==> config.mk <==
export PLATFORM = sky130hd
export DESIGN_NAME = epoch_seconds_to_calendar
export DESIGN_NICKNAME = d
export VERILOG_FILES = /design/src/rtl/es2c_pkg.sv /design/src/rtl/es2c_core.sv /design/src/rtl/epoch_seconds_to_calendar.sv
export VERILOG_INCLUDE_DIRS = /design/src /design/src/rtl
export SDC_FILE = /design/constraint.sdc
export NUM_CORES = 1
export LEC_CHECK = 0
export BUFFER_PORTS_ARGS = -buffer_cell sky130_fd_sc_hd__buf_2
export CORE_UTILIZATION = 53
export CTS_CLUSTER_DIAMETER = 50
export DETAILED_ROUTE_END_ITERATION = 16
export PLACE_DENSITY = 0.66
export SYNTH_ARGS = -nofsm -noshare
export SYNTH_HDL_FRONTEND = slang
export SYNTH_SLANG_ARGS = --single-unit
==> constraint.sdc <==
create_clock -name clk -period 22 [get_ports clk]
set_input_delay 3.3 -clock clk [delete_from_list [all_inputs] [get_ports clk]]
set_output_delay 3.3 -clock clk [all_outputs]
set_load 0.02 [all_outputs]
==> src/rtl/epoch_seconds_to_calendar_assert.svh <==
// ----------------------------------------------------------------------------
// Assertion macros for the epoch seconds to calendar block
// Immediate-implication and next-cycle-implication property wrappers.
// ----------------------------------------------------------------------------
`ifndef EPOCH_SECONDS_TO_CALENDAR_ASSERT_SVH
`define EPOCH_SECONDS_TO_CALENDAR_ASSERT_SVH

`ifndef ASSERT_OFF
`define ES2C_ASSERT_IMP(label, ante, cons) \
    label: assert property (@(posedge clk) disable iff (!rst_n) (ante) |-> (cons)) \
        else $error("es2c assertion failed");
`define ES2C_ASSERT_NXT(label, ante, cons) \
    label: assert property (@(posedge clk) disable iff (!rst_n) (ante) |=> (cons)) \
        else $error("es2c assertion failed");
`else
`define ES2C_ASSERT_IMP(label, ante, cons)
`define ES2C_ASSERT_NXT(label, ante, cons)
`endif

`endif

==> src/rtl/es2c_pkg.sv <==
// ----------------------------------------------------------------------------
// es2c_pkg
// Types, constants and the month length table shared by the calendar block.
// ----------------------------------------------------------------------------
package es2c_pkg;

    localparam int SEC_W       = 33;
    localparam int DAYS_W      = 16;
    localparam int YEAR_W      = 12;
    localparam int CNT_W       = 2;
    localparam int DIG_W       = 22;
    localparam int QDIG_W      = 16;
    localparam int RECIP_W     = 26;
    localparam int PROD_W      = 44;
    localparam int RECIP_SHIFT = 28;

    localparam logic [2:0] CFG_OFFSET_HOURS   = 3'd0;
    localparam logic [2:0] CFG_OFFSET_MINUTES = 3'd1;
    localparam logic [2:0] CFG_OFFSET_SECONDS = 3'd2;
    localparam logic [2:0] CFG_EPOCH_WEEKDAY  = 3'd3;
    localparam logic [2:0] CFG_EPOCH_YEAR     = 3'd4;

    localparam logic [5:0] SECS_PER_MIN  = 6'd60;
    localparam logic [5:0] MINS_PER_HOUR = 6'd60;
    localparam logic [5:0] HOURS_PER_DAY = 6'd24;
    localparam logic [5:0] DAYS_PER_WEEK = 6'd7;

    // Each reciprocal is 2^28 / d rounded up. It gives the exact quotient of
    // any 22-bit dividend by d.
    localparam logic [RECIP_W-1:0] RECIP_60 = 26'd4473925;
    localparam logic [RECIP_W-1:0] RECIP_24 = 26'd11184811;
    localparam logic [RECIP_W-1:0] RECIP_7  = 26'd38347923;

    localparam logic [DAYS_W-1:0] DAYS_COMMON = 16'd365;
    localparam logic [DAYS_W-1:0] DAYS_LEAP   = 16'd366;
    localparam logic [10:0] CENTURY_1    = 11'd100;
    localparam logic [10:0] CENTURY_2    = 11'd200;
    localparam logic [10:0] CENTURY_3    = 11'd300;
    localparam logic [10:0] CYCLE_LAST   = 11'd399;
    localparam logic [DAYS_W-1:0] CYCLE_YEARS = 16'd400;
    localparam logic [3:0] MONTH_DEC = 4'd11;

    typedef struct packed {
        logic [4:0]  offset_hours;
        logic [5:0]  offset_minutes;
        logic [5:0]  offset_seconds;
        logic [2:0]  epoch_weekday;
        logic [10:0] epoch_year;
    } es2c_cfg_t;

    typedef struct packed {
        logic [YEAR_W-1:0] year;
        logic [3:0]        month;
        logic [4:0]        day;
        logic [2:0]        weekday;
        logic [4:0]        hour;
        logic [5:0]        minute;
        logic [5:0]        second;
    } es2c_result_t;

    function automatic logic [4:0] month_length(input logic [3:0] month, input logic leap);
        logic [4:0] len;
        unique case (month)
            4'd0:    len = 5'd31;
            4'd1:    len = leap ? 5'd29 : 5'd28;
            4'd2:    len = 5'd31;
            4'd3:    len = 5'd30;
            4'd4:    len = 5'd31;
            4'd5:    len = 5'd30;
            4'd6:    len = 5'd31;
            4'd7:    len = 5'd31;
            4'd8:    len = 5'd30;
            4'd9:    len = 5'd31;
            4'd10:   len = 5'd30;
            4'd11:   len = 5'd31;
            default: len = 5'd31;
        endcase
        return len;
    endfunction

endpackage

==> src/rtl/es2c_core.sv <==
// ----------------------------------------------------------------------------
// es2c_core
// Sequencer around one shared multiply and subtract unit: each time field is
// split off by a division by a constant, done on a 17-bit high digit and a
// 16-bit low digit with a reciprocal multiply and a remainder subtract each,
// then a year walk and a month walk over the day count.
// ----------------------------------------------------------------------------
module es2c_core (
    input  logic                   clk,
    input  logic                   rst_n,
    input  logic                   start,
    input  logic [31:0]            epoch_seconds,
    input  es2c_pkg::es2c_cfg_t    cfg,
    input  logic                   take,
    output logic                   busy,
    output logic                   done,
    output es2c_pkg::es2c_result_t result
);
    import es2c_pkg::*;

    localparam logic [2:0] ST_IDLE  = 3'd0;
    localparam logic [2:0] ST_DIV   = 3'd1;
    localparam logic [2:0] ST_YMOD  = 3'd2;
    localparam logic [2:0] ST_YEAR  = 3'd3;
    localparam logic [2:0] ST_MONTH = 3'd4;
    localparam logic [2:0] ST_DONE  = 3'd5;

    localparam logic [1:0] PH_SEC  = 2'd0;
    localparam logic [1:0] PH_MIN  = 2'd1;
    localparam logic [1:0] PH_HOUR = 2'd2;
    localparam logic [1:0] PH_WDAY = 2'd3;

    localparam logic [CNT_W-1:0] STEP_HI_MUL = 2'd0;
    localparam logic [CNT_W-1:0] STEP_HI_REM = 2'd1;
    localparam logic [CNT_W-1:0] STEP_LO_MUL = 2'd2;
    localparam logic [CNT_W-1:0] STEP_LO_REM = 2'd3;

    logic [2:0]        state_reg, state_next;
    logic [1:0]        phase_reg, phase_next;
    logic [CNT_W-1:0]  cnt_reg, cnt_next;
    logic [5:0]        rem_reg, rem_next;
    logic [SEC_W-1:0]  num_reg, num_next;
    logic [QDIG_W-1:0] qd_reg, qd_next;
    logic [QDIG_W-1:0] qhi_reg, qhi_next;
    logic [5:0]        sec_reg, sec_next;
    logic [5:0]        min_reg, min_next;
    logic [4:0]        hour_reg, hour_next;
    logic [2:0]        wday_reg, wday_next;
    logic [DAYS_W-1:0] days_reg, days_next;
    logic [YEAR_W-1:0] year_reg, year_next;
    logic [10:0]       ymod_reg, ymod_next;
    logic [3:0]        month_reg, month_next;

    logic [5:0]         divisor;
    logic [RECIP_W-1:0] recip;
    logic               lo_digit;
    logic [DIG_W-1:0]   dig;
    logic [PROD_W-1:0]  prod;
    logic [DIG_W-1:0]   qd_times_d;
    logic [SEC_W-1:0]   quotient;
    logic               leap;
    logic [DAYS_W-1:0]  ylen;
    logic [4:0]         mlen;
    logic [DIG_W-1:0]   sub_a, sub_b, sub_diff;
    logic               sub_ge;
    logic [5:0]         rem_new;

    always_comb
    begin
        unique case (phase_reg)
            PH_SEC:
            begin
                divisor = SECS_PER_MIN;
                recip   = RECIP_60;
            end
            PH_MIN:
            begin
                divisor = MINS_PER_HOUR;
                recip   = RECIP_60;
            end
            PH_HOUR:
            begin
                divisor = HOURS_PER_DAY;
                recip   = RECIP_24;
            end
            PH_WDAY:
            begin
                divisor = DAYS_PER_WEEK;
                recip   = RECIP_7;
            end
            default:
            begin
                divisor = SECS_PER_MIN;
                recip   = RECIP_60;
            end
        endcase
    end

    // The low digit carries the remainder of the high digit above it, so both
    // digits fit in 22 bits.
    assign lo_digit   = (cnt_reg == STEP_LO_MUL) || (cnt_reg == STEP_LO_REM);
    assign dig        = lo_digit ? {rem_reg, num_reg[15:0]}
                                 : {5'd0, num_reg[SEC_W-1:16]};
    assign prod       = PROD_W'(dig) * PROD_W'(recip);
    assign qd_times_d = DIG_W'(qd_reg) * DIG_W'(divisor);
    assign quotient   = {1'b0, qhi_reg, qd_reg};

    assign leap = (year_reg[1:0] == 2'b00) &&
                  !(ymod_reg == CENTURY_1 || ymod_reg == CENTURY_2 || ymod_reg == CENTURY_3);
    assign ylen = leap ? DAYS_LEAP : DAYS_COMMON;
    assign mlen = month_length(month_reg, leap);

    always_comb
    begin
        unique case (state_reg)
            ST_DIV:
            begin
                sub_a = dig;
                sub_b = qd_times_d;
            end
            ST_YMOD:
            begin
                sub_a = {11'd0, ymod_reg};
                sub_b = {6'd0, CYCLE_YEARS};
            end
            ST_YEAR:
            begin
                sub_a = {6'd0, days_reg};
                sub_b = {6'd0, ylen};
            end
            ST_MONTH:
            begin
                sub_a = {6'd0, days_reg};
                sub_b = {17'd0, mlen};
            end
            default:
            begin
                sub_a = '0;
                sub_b = '0;
            end
        endcase
    end

    assign sub_ge   = (sub_a >= sub_b);
    assign sub_diff = sub_a - sub_b;
    assign rem_new  = sub_diff[5:0];

    always_comb
    begin
        state_next = state_reg;
        phase_next = phase_reg;
        cnt_next   = cnt_reg;
        rem_next   = rem_reg;
        num_next   = num_reg;
        qd_next    = qd_reg;
        qhi_next   = qhi_reg;
        sec_next   = sec_reg;
        min_next   = min_reg;
        hour_next  = hour_reg;
        wday_next  = wday_reg;
        days_next  = days_reg;
        year_next  = year_reg;
        ymod_next  = ymod_reg;
        month_next = month_reg;
        unique case (state_reg)
            ST_IDLE:
            begin
                if (start)
                begin
                    num_next   = {1'b0, epoch_seconds} + SEC_W'(cfg.offset_seconds);
                    rem_next   = '0;
                    cnt_next   = STEP_HI_MUL;
                    phase_next = PH_SEC;
                    state_next = ST_DIV;
                end
            end
            ST_DIV:
            begin
                unique case (cnt_reg)
                    STEP_HI_MUL:
                    begin
                        qd_next  = prod[RECIP_SHIFT+QDIG_W-1:RECIP_SHIFT];
                        cnt_next = STEP_HI_REM;
                    end
                    STEP_HI_REM:
                    begin
                        qhi_next = qd_reg;
                        rem_next = rem_new;
                        cnt_next = STEP_LO_MUL;
                    end
                    STEP_LO_MUL:
                    begin
                        qd_next  = prod[RECIP_SHIFT+QDIG_W-1:RECIP_SHIFT];
                        cnt_next = STEP_LO_REM;
                    end
                    STEP_LO_REM:
                    begin
                        cnt_next = STEP_HI_MUL;
                        rem_next = '0;
                        unique case (phase_reg)
                            PH_SEC:
                            begin
                                sec_next   = rem_new;
                                num_next   = quotient + SEC_W'(cfg.offset_minutes);
                                phase_next = PH_MIN;
                            end
                            PH_MIN:
                            begin
                                min_next   = rem_new;
                                num_next   = quotient + SEC_W'(cfg.offset_hours);
                                phase_next = PH_HOUR;
                            end
                            PH_HOUR:
                            begin
                                hour_next  = rem_new[4:0];
                                days_next  = quotient[DAYS_W-1:0];
                                num_next   = quotient + SEC_W'(cfg.epoch_weekday);
                                phase_next = PH_WDAY;
                            end
                            PH_WDAY:
                            begin
                                wday_next  = rem_new[2:0];
                                ymod_next  = cfg.epoch_year;
                                year_next  = {1'b0, cfg.epoch_year};
                                state_next = ST_YMOD;
                            end
                            default:
                            begin
                                state_next = ST_IDLE;
                            end
                        endcase
                    end
                    default:
                    begin
                        cnt_next = STEP_HI_MUL;
                    end
                endcase
            end
            ST_YMOD:
            begin
                if (sub_ge)
                begin
                    ymod_next = sub_diff[10:0];
                end
                else
                begin
                    state_next = ST_YEAR;
                end
            end
            ST_YEAR:
            begin
                if (sub_ge)
                begin
                    days_next = sub_diff[DAYS_W-1:0];
                    year_next = year_reg + 1'b1;
                    ymod_next = (ymod_reg == CYCLE_LAST) ? 11'd0 : ymod_reg + 1'b1;
                end
                else
                begin
                    month_next = '0;
                    state_next = ST_MONTH;
                end
            end
            ST_MONTH:
            begin
                if (sub_ge && month_reg != MONTH_DEC)
                begin
                    days_next  = sub_diff[DAYS_W-1:0];
                    month_next = month_reg + 1'b1;
                end
                else
                begin
                    state_next = ST_DONE;
                end
            end
            ST_DONE:
            begin
                if (take)
                begin
                    state_next = ST_IDLE;
                end
            end
            default:
            begin
                state_next = ST_IDLE;
            end
        endcase
    end

    always_ff @(posedge clk or negedge rst_n)
    begin
        if (!rst_n)
        begin
            state_reg <= ST_IDLE;
            phase_reg <= PH_SEC;
            cnt_reg   <= STEP_HI_MUL;
        end
        else
        begin
            state_reg <= state_next;
            phase_reg <= phase_next;
            cnt_reg   <= cnt_next;
        end
    end

    always_ff @(posedge clk)
    begin
        rem_reg   <= rem_next;
        num_reg   <= num_next;
        qd_reg    <= qd_next;
        qhi_reg   <= qhi_next;
        sec_reg   <= sec_next;
        min_reg   <= min_next;
        hour_reg  <= hour_next;
        wday_reg  <= wday_next;
        days_reg  <= days_next;
        year_reg  <= year_next;
        ymod_reg  <= ymod_next;
        month_reg <= month_next;
    end

    assign busy = (state_reg != ST_IDLE);
    assign done = (state_reg == ST_DONE);

    assign result.year    = year_reg;
    assign result.month   = month_reg + 1'b1;
    assign result.day     = days_reg[4:0] + 1'b1;
    assign result.weekday = wday_reg;
    assign result.hour    = hour_reg;
    assign result.minute  = min_reg;
    assign result.second  = sec_reg;

endmodule

==> src/rtl/epoch_seconds_to_calendar.sv <==
// ----------------------------------------------------------------------------
// epoch_seconds_to_calendar
// Converts seconds since the epoch into a local Gregorian date and time.
// ----------------------------------------------------------------------------
// The input channel (in_valid, in_stall, epoch_seconds) takes one beat at a
// time; in_stall is high from the cycle after a beat is taken until the
// conversion has moved into the output register. The output channel
// (out_valid, out_stall and the result fields) presents one beat per input.
// One shared multiply and subtract unit does all the work: four divisions by
// 60, 60, 24 and 7, each a multiply and a remainder subtract on the high
// digit and then on the low digit; a reduction of the epoch year modulo 400;
// a walk over the elapsed years; a walk over the months; and the hand-over
// of the result. The next input beat is taken only after the result has
// moved on, so one conversion runs at a time.
// A finished result waits in the output register while the next beat is
// taken; if the receiver still stalls when that beat is done, the core holds
// it until the output register frees up. Reset clears both channels and
// loads the register defaults (offset 09:00:00, Thursday, year 1970). The
// configuration channel is always ready and should be written while idle.
// ----------------------------------------------------------------------------
`include "epoch_seconds_to_calendar_assert.svh"

module epoch_seconds_to_calendar (
    input  logic        clk,
    input  logic        rst_n,
    input  logic        in_valid,
    output logic        in_stall,
    input  logic [31:0] epoch_seconds,
    output logic        out_valid,
    input  logic        out_stall,
    output logic [11:0] year_out,
    output logic [3:0]  month_out,
    output logic [4:0]  day_out,
    output logic [2:0]  weekday_out,
    output logic [4:0]  hour_out,
    output logic [5:0]  minute_out,
    output logic [5:0]  second_out,
    input  logic        cfg_valid,
    output logic        cfg_ready,
    input  logic [2:0]  cfg_index,
    input  logic [10:0] cfg_data
);
    import es2c_pkg::*;

    es2c_cfg_t    cfg_reg;
    es2c_result_t core_result;
    es2c_result_t result_reg;
    logic         out_valid_reg;
    logic         core_busy;
    logic         core_done;
    logic         take;
    logic         start;

    assign cfg_ready = 1'b1;

    always_ff @(posedge clk or negedge rst_n)
    begin
        if (!rst_n)
        begin
            cfg_reg.offset_hours   <= 5'd9;
            cfg_reg.offset_minutes <= 6'd0;
            cfg_reg.offset_seconds <= 6'd0;
            cfg_reg.epoch_weekday  <= 3'd4;
            cfg_reg.epoch_year     <= 11'd1970;
        end
        else if (cfg_valid && cfg_ready)
        begin
            unique case (cfg_index)
                CFG_OFFSET_HOURS:   cfg_reg.offset_hours   <= cfg_data[4:0];
                CFG_OFFSET_MINUTES: cfg_reg.offset_minutes <= cfg_data[5:0];
                CFG_OFFSET_SECONDS: cfg_reg.offset_seconds <= cfg_data[5:0];
                CFG_EPOCH_WEEKDAY:  cfg_reg.epoch_weekday  <= cfg_data[2:0];
                CFG_EPOCH_YEAR:     cfg_reg.epoch_year     <= cfg_data;
                default:            cfg_reg                <= cfg_reg;
            endcase
        end
    end

    assign in_stall = core_busy;
    assign start    = in_valid && !core_busy;
    assign take     = !out_valid_reg || !out_stall;

    es2c_core u_core (
        .clk           (clk),
        .rst_n         (rst_n),
        .start         (start),
        .epoch_seconds (epoch_seconds),
        .cfg           (cfg_reg),
        .take          (take),
        .busy          (core_busy),
        .done          (core_done),
        .result        (core_result)
    );

    always_ff @(posedge clk or negedge rst_n)
    begin
        if (!rst_n)
        begin
            out_valid_reg <= 1'b0;
        end
        else if (core_done && take)
        begin
            out_valid_reg <= 1'b1;
        end
        else if (!out_stall)
        begin
            out_valid_reg <= 1'b0;
        end
    end

    always_ff @(posedge clk)
    begin
        if (core_done && take)
        begin
            result_reg <= core_result;
        end
    end

    assign out_valid   = out_valid_reg;
    assign year_out    = result_reg.year;
    assign month_out   = result_reg.month;
    assign day_out     = result_reg.day;
    assign weekday_out = result_reg.weekday;
    assign hour_out    = result_reg.hour;
    assign minute_out  = result_reg.minute;
    assign second_out  = result_reg.second;

    `ES2C_ASSERT_NXT(a_busy_after_accept, in_valid && !in_stall, in_stall)
    `ES2C_ASSERT_IMP(a_month_range, out_valid, month_out >= 4'd1 && month_out <= 4'd12)
    `ES2C_ASSERT_IMP(a_day_range, out_valid, day_out >= 5'd1 && weekday_out < 3'd7)
    `ES2C_ASSERT_IMP(a_hour_range, out_valid, hour_out < 5'd24)
    `ES2C_ASSERT_IMP(a_clock_range, out_valid, minute_out < 6'd60 && second_out < 6'd60)

endmodule

After elaboration in Yosys (flattened, before gate mapping)
Cells that the tools add are included.
{"block": "totals", "ff_bits": 214, "word_cells": 174, "out_inout_bits": 44}
{"block": "op_classes", "eq_ne": 39, "n_mul": 2, "mux": 49, "n_reduce_logical": 46, "order_cmp": 1, "n_addsub": 9}
{"op": "$pmux 33 s3", "count": 1}
{"op": "$pmux 22 s4", "count": 1}
{"op": "$pmux 26 s3", "count": 1}
{"op": "$add 32x6->33", "count": 2}
{"op": "$mux 33", "count": 2}
{"op": "$pmux 22 s3", "count": 1}
{"op": "$pmux 33 s2", "count": 1}
{"op": "$mux 16", "count": 4}
{"op": "$mux 11", "count": 5}
{"op": "$pmux 16 s3", "count": 1}
{"op": "$mul 22x26->44", "count": 1}
{"op": "$mux 12", "count": 3}
{"op": "$add 32x3->33", "count": 1}
{"op": "$add 32x5->33", "count": 1}
{"op": "$pmux 11 s3", "count": 1}
{"op": "$pmux 12 s2", "count": 1}
{"op": "$pmux 6 s2", "count": 2}
{"op": "$eq 11x9->1 const B", "count": 2}
{"op": "$ge 22x22->1", "count": 1}
{"op": "$mul 16x6->22", "count": 1}
{"op": "$mux 22", "count": 1}
{"op": "$mux 3", "count": 7}
{"op": "$pmux 3 s6", "count": 1}
{"op": "$pmux 6 s3", "count": 1}
{"op": "other kinds (43)", "count": 103}

Longest topological paths before layout
{"block": "logic_depth", "depth_word": 12, "mapped_depth": 33}

By module
From an unflattened synthesis, not the netlist that was laid out.
{"block": "hier_totals", "hier_cells": 2665, "area_unflattened_um2": 26436.6}
{"module": "es2c_core", "instances": 1, "cells_each": 2547, "seq_area_each_um2": 4199.0, "area_each_um2": 23867.9}
{"module": "epoch_seconds_to_calendar", "instances": 1, "cells_each": 118, "seq_area_each_um2": 2044.5, "area_each_um2": 2568.7}

Worst setup path before layout
Ideal clock, no wire load.
{"block": "synth_path", "kind": "register -> register", "from": "reg u_core.phase_reg[1]", "to": "reg u_core.qd_reg[12] (data pin)", "setup_ns": 0.258, "path_stages_with_launch": 29, "t_arrival_ns": 7.674, "slack_ns": 14.068, "required_ns": 21.742, "n_path_buf": 3, "cell_sequence": "dfrtp_1 -> ha_1 -> clkbuf_1 -> nor2_1 -> clkbuf_1 -> buf_1 -> nor2_1 -> fa_1 -> fa_1 -> inv_1 -> fa_1 -> inv_1 -> fa_1 -> fa_1 -> fa_1 -> inv_1 -> fa_1 -> inv_1 -> ha_1 -> and3_1 -> a221oi_1 -> o21ai_0 -> a221o_1 -> a21oi_1 -> a21oi_2 -> nor3_1 -> o21bai_2 -> a21oi_1 -> xnor2_1"}
{"block": "synth_between", "elab_chain_len": 4}
{"element": "start, declared", "line_no": "es2c_core.sv:39", "text": "logic [1:0] phase_reg, phase_next;"}
{"element": "start signal, assigned", "line_no": "es2c_core.sv:301", "text": "phase_reg <= phase_next;"}
{"element": "$eq 2x1->1 or $logic_not 2->1 (tied branches)", "line_no": "es2c_core.sv:70", "text": "unique case (phase_reg)"}
{"element": "$reduce_or 2->1 (no line)"}
{"element": "$pmux 26 s3 (*)", "line_no": "es2c_core.sv:70"}
{"element": "$mul 22x26->44 (*)", "line_no": "es2c_core.sv:104", "text": "assign prod = PROD_W'(dig) * PROD_W'(recip);"}
{"element": "net u_core.prod[40]", "line_no": "es2c_core.sv:58", "text": "logic [PROD_W-1:0] prod;"}
{"element": "end signal, assigned", "line_no": "es2c_core.sv:310", "text": "qd_reg <= qd_next;"}
{"element": "end, declared", "line_no": "es2c_core.sv:43", "text": "logic [QDIG_W-1:0] qd_reg, qd_next;"}
The timed path passes the listed nets; every way through them passes the cells marked *. The select of a mux whose other input is x is not followed.
A chain may end at the register's enable or synchronous reset.

Final worst setup path
{"block": "layout_path", "from": "reg u_core.cnt_reg[0]", "to": "reg u_core.qd_reg[12] (data pin)"}
{"block": "layout_between", "elab_chain_len": 4}
{"element": "start, declared", "line_no": "es2c_core.sv:40", "text": "logic [CNT_W-1:0] cnt_reg, cnt_next;"}
{"element": "start signal, assigned", "line_no": "es2c_core.sv:302", "text": "cnt_reg <= cnt_next;"}
{"element": "$eq 2x2->1", "line_no": "es2c_core.sv:101", "text": "assign lo_digit = (cnt_reg == STEP_LO_MUL) || (cnt_reg == STEP_LO_REM);"}
{"element": "$logic_or 1x1->1 (*)", "line_no": "es2c_core.sv:101"}
{"element": "$mux 22 (*)", "line_no": "es2c_core.sv:102", "text": "assign dig = lo_digit ? {rem_reg, num_reg[15:0]}"}
{"element": "$mul 22x26->44 (*)", "line_no": "es2c_core.sv:104"}
{"element": "net u_core.prod[40]", "line_no": "es2c_core.sv:58"}
The timed path passes the listed nets; every way through them passes the cells marked *.

==> flow_summary.ini <==
[synth]
synth_area_mm2 = 0.0260
synth-seq-area-share_pct = 24.0
synth-edff-count = 175
ys_types = 71
postSynth.asyncResetShare_pct = 18.2
syn_inst = 2647
ys_warn_count = 0
ys_seq_elements = 214
synth_flop_cell = edfxtp_1
avgSynthCellArea_um2 = 9.83

[worst_setup_path]
cp-end-kind = flop
regToRegStartpoint = u_core.cnt_reg[0]
cp-startpoint = u_core.cnt_reg[0]
crit_fanout = 22
worstSetupStartpointType = flop
r2r.worst_path.cells = 26
crit_type = flop to flop
required_ps = 22280
arrival_ps = 9770
crit_path_end = u_core.qd_reg[12]
r2r_slack_ps = 12510
reg2reg_to = u_core.qd_reg[12]

[global_routing]
grt_pass1_wl_um = 112000
grt_max_degree = 56
antenna_found_initial = 0
met2_usage_pct = 46.1
grt_overflow = 0
grt_use_met3_pct = 3.96
grt_pass1_vias = 19200
busiest_layer = met2
grt_usage_pct = 29.8
grt_use_met1_pct = 44.7

[layout]
nets = 3398
fin_util_pct = 58.3
final_common_cell = inv_1
diodes = 0
final_cell_mix = inv_1 (610), fa_1 (365), ha_1 (260)
final_layout_size_suffix_gt1_share_pct = 8.29
syn_to_final_growth_pct = 7.62
largest_reg_flops = 33

[clock_network]
cts_tree = done
clock_sinks = 214
clkSlewWorstSetupHoldPaths_ps = 70
post_cts_buffers = 0
insertion_delay_ps = 540
hold_buffers = 0
clk_path_buf_depth = 3
cts_made_buffers = 24
cts_resized = 0
htree_levels = 1
root_buffer = clkbuf_16

[die]
fp.dieW_um = 224
core-area_mm2 = 0.0480
start_util_pct = 54.1
fp-row-count = 80
io_pins = 95
die-area_mm2 = 0.0500
dieHeight_um = 224

[sta]
fin_crit_ps = 9490
fin_ws_ps = 12510
slew_headroom_pct = 29.5
max_freq_ghz = 0.105
worst_pin_slew_ps = 1050
rsz0062_at_grt = no
holdWs_ps = 418
fin_tns_setup_ps = 0
skew_ps = 24.1
maxSlewViolCount = 0
setup_violations = 0
finalHoldViolCount = 0
timing.final.crit_share_pct = 43.1

[routing]
drt_first_pass_iters = 5
ant_nets = 0
viasPerCell = 5.56
remaining_drc_errors = 0
wl_per_cell_um = 21.5
via_count = 18700
wl_um = 72100
drtIter0Drc = 1698

[placement]
hpwlAfterDp_um = 60400
preCtsSetupSlack_ps = 12630
portBuffers = 93
gp_congestion = 0.992

[flow_run]
cap_violations = 0

[status]
status = completed

[min_path]
hold_class = flop to flop
-- per-stage QoR --
stage / cells / cell area, µm²
6_report: 3354 / 28000
5_1_grt: 3354 / 28000
3_3_place_gp: 3310 / 27200
2_1_floorplan: 2657 / 26100
3_5_place_dp: 3310 / 27200
4_1_cts: 3354 / 28000
-- per-layer routing --
layer / up-vias / wire length [µm]
met5: - / 0
met2: 749 / 32100
met1: 9258 / 33000
met4: 0 / 1770
li1: 8539 / -
met3: 105 / 5240
-- critical path, stage by stage (launching register included) --
cell and delay [ps]:
dfrtp_1 400, ha_1 530, or2_1 760, mux2i_1 650, nor2_1 220, fa_1 600
fa_1 540, inv_1 70, fa_1 480, inv_1 60, fa_1 520, fa_1 520
fa_1 550, inv_1 50, fa_1 530, inv_1 40, ha_1 290, and3_1 180
a221oi_1 250, o21ai_0 180, a221o_1 400, a21oi_1 510, a21oi_2 150, nor3_1 360
o21bai_2 110, a21oi_1 180, xnor2_1 80
-- cells by family after synthesis --
family                   after synthesis  share of synthesized area (%)
buffers and inverters                682                           9.86
AND/OR/NAND/NOR                      645                           11.8
adder cells (fa/ha/maj)              626                           40.6
AO/OA/AOI/OAI                        300                           7.21
flip-flops                           214                           24.0
XOR/XNOR                             121                           4.07
multiplexers                          57                           2.43
other                                  2                         0.0289
-- final cells by class --
type                       count  area [µm²]
inverter                     612        2300
timing repair buffer         108         578
sequential                   214        6240
clock buffer                  28         626
multi-input combinational   1761       17300
tap                          615         769
fill                        4161       20100
clock inverter                16         213
-- worst min-delay path by stage --
stage / from / endpoint / slack, ps / depth (start not counted)
after floorplan: u_core.hour_reg[0] / hour_out[0] / 400 / 0
after global placement: u_core.min_reg[3] / minute_out[3] / 400 / 0
after detailed placement: u_core.hour_reg[0] / hour_out[0] / 400 / 0
after CTS: u_core.min_reg[4] / minute_out[4] / 420 / 0
after global routing: u_core.hour_reg[3] / hour_out[3] / 420 / 0
final: u_core.sec_reg[2] / second_out[2] / 420 / 0
-- cell usage after synthesis, drive strengths merged (10+ instances only) --
cell type  count  area, µm²
inv          611       2290
dfstp         10        263
or2           16        100
nor2         151        574
edfxtp       175       5260
xnor2         74        648
mux2i         17        183
nand2b        23        144
a22oi         24        180
nand3b        10       75.1
a21o          31        233
fa           365       7310
and3          27        169
xor2          47        412
nor3          23        115
a21oi         92        464
nand4         16        100
nor2b         58        363
dfrtp         29        726
and2          26        163
clkbuf        61        230
ha           261       3270
nand3         52        260
nand2        220        826
o21ai         89        445
mux2          40        450
Power is left out: the tool's default activity adds up to more than one toggle a clock period on the data nets, which glitch-free logic cannot reach.
